[config.mk]
export PLATFORM = sky130hd
export DESIGN_NAME = rbd_ctrl
export DESIGN_NICKNAME = d
export VERILOG_FILES = /design/src/rbd_pkg.sv /design/src/rbd_ctrl.sv
export SDC_FILE = /design/constraint.sdc
export NUM_CORES = 1
export LEC_CHECK = 0
export BUFFER_PORTS_ARGS = -buffer_cell sky130_fd_sc_hd__buf_2
export CELL_PAD_IN_SITES_DETAIL_PLACEMENT = 1
export CELL_PAD_IN_SITES_GLOBAL_PLACEMENT = 2
export CORE_UTILIZATION = 29
export CTS_CLUSTER_DIAMETER = 40
export DETAILED_ROUTE_END_ITERATION = 6
export PLACE_DENSITY = 0.74
export RECOVER_POWER = 100
export SLEW_MARGIN = 15
export SYNTH_ARGS = -nofsm -noshare
export SYNTH_HDL_FRONTEND = slang
export SYNTH_SLANG_ARGS = --single-unit
export TNS_END_PERCENT = 50
[constraint.sdc]
create_clock -name clk -period 2.45 [get_ports clk]
set_clock_uncertainty 0.1 [all_clocks]
set_input_delay 0.245 -clock clk [delete_from_list [all_inputs] [get_ports clk]]
set_output_delay 0.245 -clock clk [all_outputs]
set_load 0.05 [all_outputs]
[src/rbd_pkg.sv]
package rbd_pkg;

    // Store geometry. Index and count widths follow from the depth.
    localparam int DEPTH  = 128;
    localparam int IDX_W  = $clog2(DEPTH);
    localparam int CNT_W  = $clog2(DEPTH + 1);
    localparam int WORD_W = 32;
    localparam int OCC_W  = 8;
    localparam int REQ_W  = 3;
    localparam int ST_W   = 2;

    // Request codes as they arrive on req_type.
    localparam logic [REQ_W-1:0] REQ_PUSH_FRONT = 3'd0;
    localparam logic [REQ_W-1:0] REQ_PUSH_BACK  = 3'd1;
    localparam logic [REQ_W-1:0] REQ_POP_FRONT  = 3'd2;
    localparam logic [REQ_W-1:0] REQ_POP_BACK   = 3'd3;
    localparam logic [REQ_W-1:0] REQ_CLEAR      = 3'd4;
    localparam logic [REQ_W-1:0] REQ_STATUS     = 3'd5;

    typedef enum logic [ST_W-1:0] {
        ST_OK        = 2'd0,
        ST_OVERFLOW  = 2'd1,
        ST_UNDERFLOW = 2'd2
    } status_t;

    typedef enum logic [1:0] {
        S_IDLE,
        S_EXEC,
        S_READ,
        S_RESP
    } state_t;

    // Operation the datapath carries out in the execute cycle.
    typedef enum logic [2:0] {
        OP_NONE,
        OP_PUSH_FRONT,
        OP_PUSH_BACK,
        OP_POP_FRONT,
        OP_POP_BACK,
        OP_CLEAR
    } op_t;

    typedef struct packed {
        logic capture;
        op_t  op;
        logic lookup;
    } rbd_cmd_t;

    typedef struct packed {
        logic full;
        logic empty;
    } rbd_stat_t;

endpackage

[src/rbd_ctrl.sv]
module rbd_ctrl
    import rbd_pkg::*;
(
    input  logic             clk,
    input  logic             rst_n,
    input  logic             start,
    input  logic [REQ_W-1:0] req_type,
    input  rbd_stat_t        dp_stat,
    output rbd_cmd_t         cmd,
    output logic             busy,
    output logic             done,
    output status_t          status
);

    state_t           state_reg, state_next;
    logic [REQ_W-1:0] req_reg, req_next;
    status_t          status_reg, status_next;

    always_ff @(posedge clk or negedge rst_n)
    begin
        if (!rst_n)
        begin
            state_reg  <= S_IDLE;
            req_reg    <= REQ_STATUS;
            status_reg <= ST_OK;
        end
        else
        begin
            state_reg  <= state_next;
            req_reg    <= req_next;
            status_reg <= status_next;
        end
    end

    always_comb
    begin
        state_next  = state_reg;
        req_next    = req_reg;
        status_next = status_reg;
        cmd         = '{capture: 1'b0, op: OP_NONE, lookup: 1'b0};
        unique case (state_reg)
            S_IDLE:
            begin
                if (start)
                begin
                    cmd.capture = 1'b1;
                    req_next    = req_type;
                    state_next  = S_EXEC;
                end
            end
            S_EXEC:
            begin
                status_next = ST_OK;
                unique case (req_reg)
                    REQ_PUSH_FRONT:
                    begin
                        if (dp_stat.full)
                            status_next = ST_OVERFLOW;
                        else
                            cmd.op = OP_PUSH_FRONT;
                    end
                    REQ_PUSH_BACK:
                    begin
                        if (dp_stat.full)
                            status_next = ST_OVERFLOW;
                        else
                            cmd.op = OP_PUSH_BACK;
                    end
                    REQ_POP_FRONT:
                    begin
                        if (dp_stat.empty)
                            status_next = ST_UNDERFLOW;
                        else
                            cmd.op = OP_POP_FRONT;
                    end
                    REQ_POP_BACK:
                    begin
                        if (dp_stat.empty)
                            status_next = ST_UNDERFLOW;
                        else
                            cmd.op = OP_POP_BACK;
                    end
                    REQ_CLEAR:
                    begin
                        cmd.op = OP_CLEAR;
                    end
                    default:
                    begin
                        cmd.op = OP_NONE;
                    end
                endcase
                state_next = S_READ;
            end
            S_READ:
            begin
                cmd.lookup = 1'b1;
                state_next = S_RESP;
            end
            S_RESP:
            begin
                state_next = S_IDLE;
            end
            default:
            begin
                state_next = S_IDLE;
            end
        endcase
    end

    assign busy   = (state_reg != S_IDLE);
    assign done   = (state_reg == S_RESP);
    assign status = status_reg;

endmodule

Word-level counts from Yosys, hierarchy flattened
Index checks and enable logic that the tools add are counted.
{"block": "op_classes", "addsub": 0, "div_mod_pow": 0, "eq_ne": 8, "bitwise_logic": 0, "n_lt_le_gt_ge": 0, "n_reduce_logical": 6, "shifts": 0, "muxes": 14, "mul": 0}
{"cell": "one-hot mux 3 bit (5 select lines)", "n": 1}
{"cell": "2-to-1 mux 2 bit", "n": 4}
{"cell": "one-hot mux 2 bit (4 select lines)", "n": 1}
{"cell": "== test 3 x 2 -> 1 bit (second input constant)", "n": 2}
{"cell": "2-to-1 mux 3 bit", "n": 2}
{"cell": "2-to-1 mux 1 bit", "n": 5}
{"cell": "== test 2 bit (second input constant)", "n": 2}
{"cell": "one-hot mux 2 bit (2 select lines)", "n": 1}
{"cell": "OR reduction 2 bit", "n": 2}
{"cell": "== test 3 x 1 -> 1 bit (second input constant)", "n": 1}
{"cell": "== test 3 bit (second input constant)", "n": 1}
{"cell": "zero test 3 bit", "n": 1}
{"cell": "== test 2 x 1 -> 1 bit (second input constant)", "n": 1}
{"cell": "zero test 2 bit", "n": 1}
{"cell": "inequality test 2 bit (second input constant)", "n": 1}
{"cell": "AND reduction 2 bit", "n": 1}
{"cell": "nonzero test 2 bit", "n": 1}
{"block": "totals", "romBits": 0, "output_inout_bits": 9, "mem_bits_rw": 0, "latchBits": 0, "mem_count": 0, "reg_bits": 7}

Longest topological paths before layout
Gate-level depths: netlist (run 1).
{"block": "logic_depth", "depth_word": 3, "depth_mapped": 5, "mapped_depth_nobuf": 5}

Worst setup path before layout (run 1)
OpenSTA, ideal clock, no wires.
{"block": "synth_path", "path_kind": "register -> output", "start": "register req_reg[0]", "end": "output cmd[2] (netlist name)", "setup_slack_ns": 0.671, "arrival_ns": 1.434, "stages_incl_launch_ff": 4, "required_ns": 2.105, "cell_sequence": "dfstp_2 > nor3b_1 > a21oi_1 > nor3b_2"}
{"element": "start: declaration", "line": "rbd_ctrl.sv:16", "source": "logic [REQ_W-1:0] req_reg, req_next;"}
{"element": "start signal: assignment", "line": "rbd_ctrl.sv:30", "source": "req_reg <= req_next;"}
{"element": "end: declaration", "line": "rbd_ctrl.sv:9", "source": "output rbd_cmd_t cmd,"}

==> results of run 1 <==
power by group:
group          internal (µW)  switching [µW]
clock network           62.0            39.8
registers                185            59.7
logic                    155             322
cell type report:
type / count / area (µm²)
Clock buffer: 4 / 26.3
Multi-Input combinational cell: 28 / 241
Timing Repair Buffer: 17 / 77.6
Sequential cell: 7 / 178
Inverter: 5 / 18.8
Tap cell: 15 / 18.8
Fill cell: 173 / 806
kinds of logic after synthesis:
family | synth area share [%]
AOI/OAI and AO/OA | 6.65
buffers and inverters | 4.16
DFF | 39.3
and+or+nand+nor | 22.7
adders and majority gates | 13.9
muxes | 13.3
through the flow:
stage | instances | power [µW] | hold slack (ps) | util [%] | area (µm²)
3_3_place_gp | 71 | 760 | -13.7 | 40.3 | 551
3_5_place_dp | 71 | 763 | -11.7 | 40.3 | 551
4_1_cts | 76 | 874 | 119 | 42.9 | 587
5_1_grt | 76 | 892 | 115 | 41.0 | 561
2_1_floorplan | 40 | 661 | -151 | - | 452
6_report | 76 | 823 | 129 | 41.0 | 561
placed cells by master, fill, tap and decap left out:
| cell | n |
|---|---|
| a21oi_1 | 2 |
| and3b_1 | 1 |
| buf_2 | 6 |
| clkbuf_1 | 11 |
| clkbuf_4 | 3 |
| dfrtp_1 | 5 |
| dfstp_2 | 2 |
| dlygate4sd3_1 | 1 |
| ha_1 | 5 |
| inv_1 | 5 |
| mux2_1 | 1 |
| mux2_2 | 4 |
| nand2_1 | 2 |
| nand2b_2 | 1 |
| nor2_1 | 1 |
| nor2b_1 | 3 |
| nor3_1 | 1 |
| nor3b_1 | 2 |
| nor3b_2 | 2 |
| o21a_1 | 1 |
| o22ai_1 | 2 |
layer usage:
layer | global-route usage (%) | up-vias | share of wire [%]
li1 | - | 176 | -
met1 | 16.4 | 166 | 51
met2 | 15.9 | 14 | 42
met3 | 5.22 | 0 | 7.5
met4 | 3.87 | 0 | 0
met5 | 0 | - | 0
cell usage after synthesis:
master | number | area, µm²
ha_1 | 5 | 62.6
mux2_4 | 1 | 15.0
nand2_1 | 1 | 3.75
nor3_1 | 1 | 5.00
nand2_2 | 1 | 6.26
nor2b_1 | 2 | 12.5
nor2b_4 | 1 | 13.8
inv_1 | 5 | 18.8
nand2b_2 | 1 | 8.76
dfstp_2 | 2 | 52.6
a21oi_1 | 2 | 10.0
nor3b_1 | 2 | 15.0
dfrtp_1 | 5 | 125
nor3b_2 | 2 | 25.0
o21a_1 | 1 | 7.51
nor2_1 | 1 | 3.75
o22ai_1 | 2 | 12.5
and3b_1 | 1 | 8.76
mux2_2 | 4 | 45.0
worst paths after layout:
check / to / slack [ps] / cells after the start
worst min-delay path: req_reg[1] / 130 / 2
worst max-delay path: cmd[2] / 400 / 4
worst min register to register: status[0] / 410 / 1
worst max register to register: state_reg[1] / 880 / 4
max in group asynchronous: req_reg[2] / 1610 / 2
min in group asynchronous: status[1] / 330 / 2
worst max-delay path, delay by kind of cell, from the launching register on:
kind | cells | cell delay, ps
AND/OR/NAND/NOR | 2 | 340
flip-flops | 1 | 570
buffers and inverters | 1 | 480
AO/OA/AOI/OAI | 1 | 80
==> results.txt, run 1 <==
clock transition at the registers of the reported paths - 50 ps
Chip Height - 41.5 µm
Hold Path Class - primary input to flip-flop
max reg flops - 3
cts bufs inserted - 3
Yosys warning count - 0
final setup fails - 0
vias in the first global route - 342
Setup Fix Bufs, Post-CTS - 0
leak pwr - 0.000259 µW
pwr/cell area - 1470 nW/µm²
DR vias - 356
Slew HR - 60.6%
Final Cycle Share - 83.8%
share of post-route cells with drive strength above 1 - 29.5%
Placeable Area - 1370 µm²
Critical Path Source Type - flip-flop
IO Pins - 17
# DRC - 0
CP Launch Point - req_reg[0]
first-pass GRT wire length - 1.56 mm
clk_lat worst skew - 240 ps
DRT Pass-1 Iters - 2
area delta synth->final - 24.1%
Crit. End Element - output pin
H-tree lvl count - 1
antenna cells - 0
Root Driver - clkbuf_4
die width - 41.5 µm
Final Max Slew Viols - 0
peak supply drop - 0.000560 V
grt ovf - 0
Hold Buf Count CTS - 1
Detail Placement HPWL - 711 µm
largest net degree at the start of global routing - 8
Synth Area per Inst - 11.3 µm²
Nets - 75
1st-iter DRT viols - 3
Crit-path slowest cell - dfstp_2
die area - 1720 µm²
Routed WL - 848 µm
initial antenna violation count - 0
worst flop-to-flop path startpoint - state_reg[0]
cell row count - 13
flops & latches, synth - 7
Via density - 4.68
Max-Cap Viols - 0
post-layout minimum cycle time - 2050 ps
drt wl/cell - 11.2 µm
post-synthesis cell type count - 19
WP data required - 2110 ps
PostCTS Resize Cnt - 0
max incr delay on CP - 570 ps
final hold vios - 0
Tightest Pin Transition - 594 ps
Max clock buf depth - 2
Overall Global Routing Usage - 11.7%
crit path kind - flip-flop to output pin
TritonCTS clock tree - built
gate count of the mapped netlist - 40
Final ANT Viol Nets - 0
clk sinks - 7
Mapped Area - 452 µm²
Worst EP arrival - 1710 ps
Starting Density - 33.1%
setup TNS - 0 ps
worst path cell trace - nor3b_1 -> a21oi_1 -> nor3b_2 -> clkbuf_1
dpl ws - 852 ps
RePlAce Congestion - 0.722
Syn Nets - 53
Worst Path Max Fanout - 6
unrepaired setup endpoints after global routing - no
status - complete, no violations
Seq/Total Area, Yosys - 39.3%
final worst slack - 397 ps
Fmax - 487 MHz
worst hold start - req_type[1]
number of port buffers - 16
Note: power is estimated with default switching activity, not from simulation.
==> run 2, diff against run 1 <==
- CORE_UTILIZATION: 29 -> 24
- PLACE_DENSITY: 0.74 -> 0.66
- clock period: 2.45 -> 1.7 ns (I/O delays scaled with it)
==> results.txt, run 2 (synthesis results as in run 1) <==
Via density - 4.27
first-pass GRT wire length - 1.61 mm
Hold Path Class - primary input to flip-flop
IO Pins - 17
utilization after layout - 37.5%
placed instance count - 81
antenna cells - 0
Finished Cell Area - 654 µm²
Placeable Area - 1750 µm²
worst flop-to-flop path startpoint - state_reg[0]
crit path kind - flip-flop to output pin
post-layout minimum cycle time - 1700 ps
die width - 45.4 µm
clk sinks - 7
Worst R2R End - state_reg[1]
initial antenna violation count - 0
cell row count - 15
RePlAce Congestion - 0.670
final setup fails - 0
most frequent cells in the layout - 9 x buf_2, 5 x buf_4, 5 x dfrtp_1
clk_lat worst skew - 250 ps
Root Driver - clkbuf_4
DRT Pass-1 Iters - 2
cts bufs inserted - 3
Starting Density - 25.9%
H-tree lvl count - 1
Final Cycle Share - 99.9%
final hold vios - 0
Worst EP arrival - 1430 ps
overall power - 1370 µW
share of post-route cells with drive strength above 1 - 57.1%
Worst Reg-to-Reg Cells - 4
area delta synth->final - 44.9%
status - complete, no violations
setup TNS - 0 ps
number of port buffers - 16
clock transition at the registers of the reported paths - 50 ps
largest net degree at the start of global routing - 8
Overall Global Routing Usage - 11.5%
pwr/cell area - 2090 nW/µm²
Worst Path Max Fanout - 5
Max-Cap Viols - 0
Final ANT Viol Nets - 0
vias in the first global route - 354
unrepaired setup endpoints after global routing - yes
Tightest Pin Transition - 593 ps
max reg flops - 3
# DRC - 0
1st-iter DRT viols - 1
worst hold start - req_type[2]
R2R Setup Slk - 230 ps
Detail Placement HPWL - 726 µm
leak pwr - 0.000304 µW
hold depth - 2
Slew HR - 60.6%
Max clock buf depth - 2
CP Launch Point - req_reg[0]
grt ovf - 0
die area - 2060 µm²
peak supply drop - 0.000804 V
WP data required - 1430 ps
DP Area - 569 µm²
Final Max Slew Viols - 0
TritonCTS clock tree - built
post-route insts no fill - 88
commonest non-fill, non-tap cell in the layout - buf_2
Chip Height - 45.4 µm
Routed WL - 1.01 mm
Nets - 77
Critical Path Source Type - flip-flop
DR vias - 376
drt wl/cell - 11.4 µm
Fmax - 589 MHz
Crit. End Element - output pin
Worst Hold Endpoint - req_reg[2]
## run 2: changes by cell type in the layout (fill, tap and decap cells not counted), sizes merged
| cell | before | now |
|---|---|---|
| buf | 6 | 15 |
| clkbuf | 14 | 7 |
## run 2: stage by stage
stage / setup WS, ps / hold slack, ps
finish: 2.46 / 47.9
global route: -62.6 / 38.6
CTS: -39.9 / 38.9
detailed placement: 135 / -82.1
global placement: 149 / -82.1
floorplan: 149 / -226
## run 2: timing repair
action	in CTS	in global routing
resized for setup	7	5
setup endpoints to repair	4	4
hold endpoints to repair	7	0
gates cloned	0	0
buffers inserted	1	1
hold buffers	1	0
## run 2: area by class of cell
class,count,area [µm²]
Tap cell,25,31.3
Sequential cell,7,178
Inverter,5,18.8
Clock buffer,4,26.3
Multi-Input combinational cell,28,285
Fill cell,212,1090
Timing Repair Buffer,19,115
## run 2: routing by layer
layer	up-vias	share of wire (%)	track usage (%)
met5	-	0	0
met4	0	1.8	7.27
met3	2	5.4	2.38
met2	13	46	16.3
met1	179	46	15.7
li1	182	-	-
## run 2: worst max-delay path, stage by stage, from the launching register on
cell and delay, ps:
dfstp_2 560, nor3b_2 190, a21oi_2 60, nor3b_4 180, buf_6 180
## run 2: worst max-delay path by stage
| stage | to | slack [ps] |
|---|---|---|
| detailed placement | cmd[2] | 130 |
| CTS | cmd[2] | -40 |
| global route | cmd[3] | -60 |
| global placement | cmd[2] | 150 |
| floorplan | cmd[2] | 150 |
| finish | cmd[2] | 2 |
## run 2: power by group
| group | switching [µW] | leakage, µW | internal (µW) | total [µW] |
|---|---|---|---|---|
| logic | 502 | 0.000206 | 338 | 840 |
| registers | 102 | 0.0000831 | 267 | 368 |
| clock network | 67.0 | 0.0000150 | 89.9 | 157 |
| total | 671 | 0.000304 | 695 | 1370 |
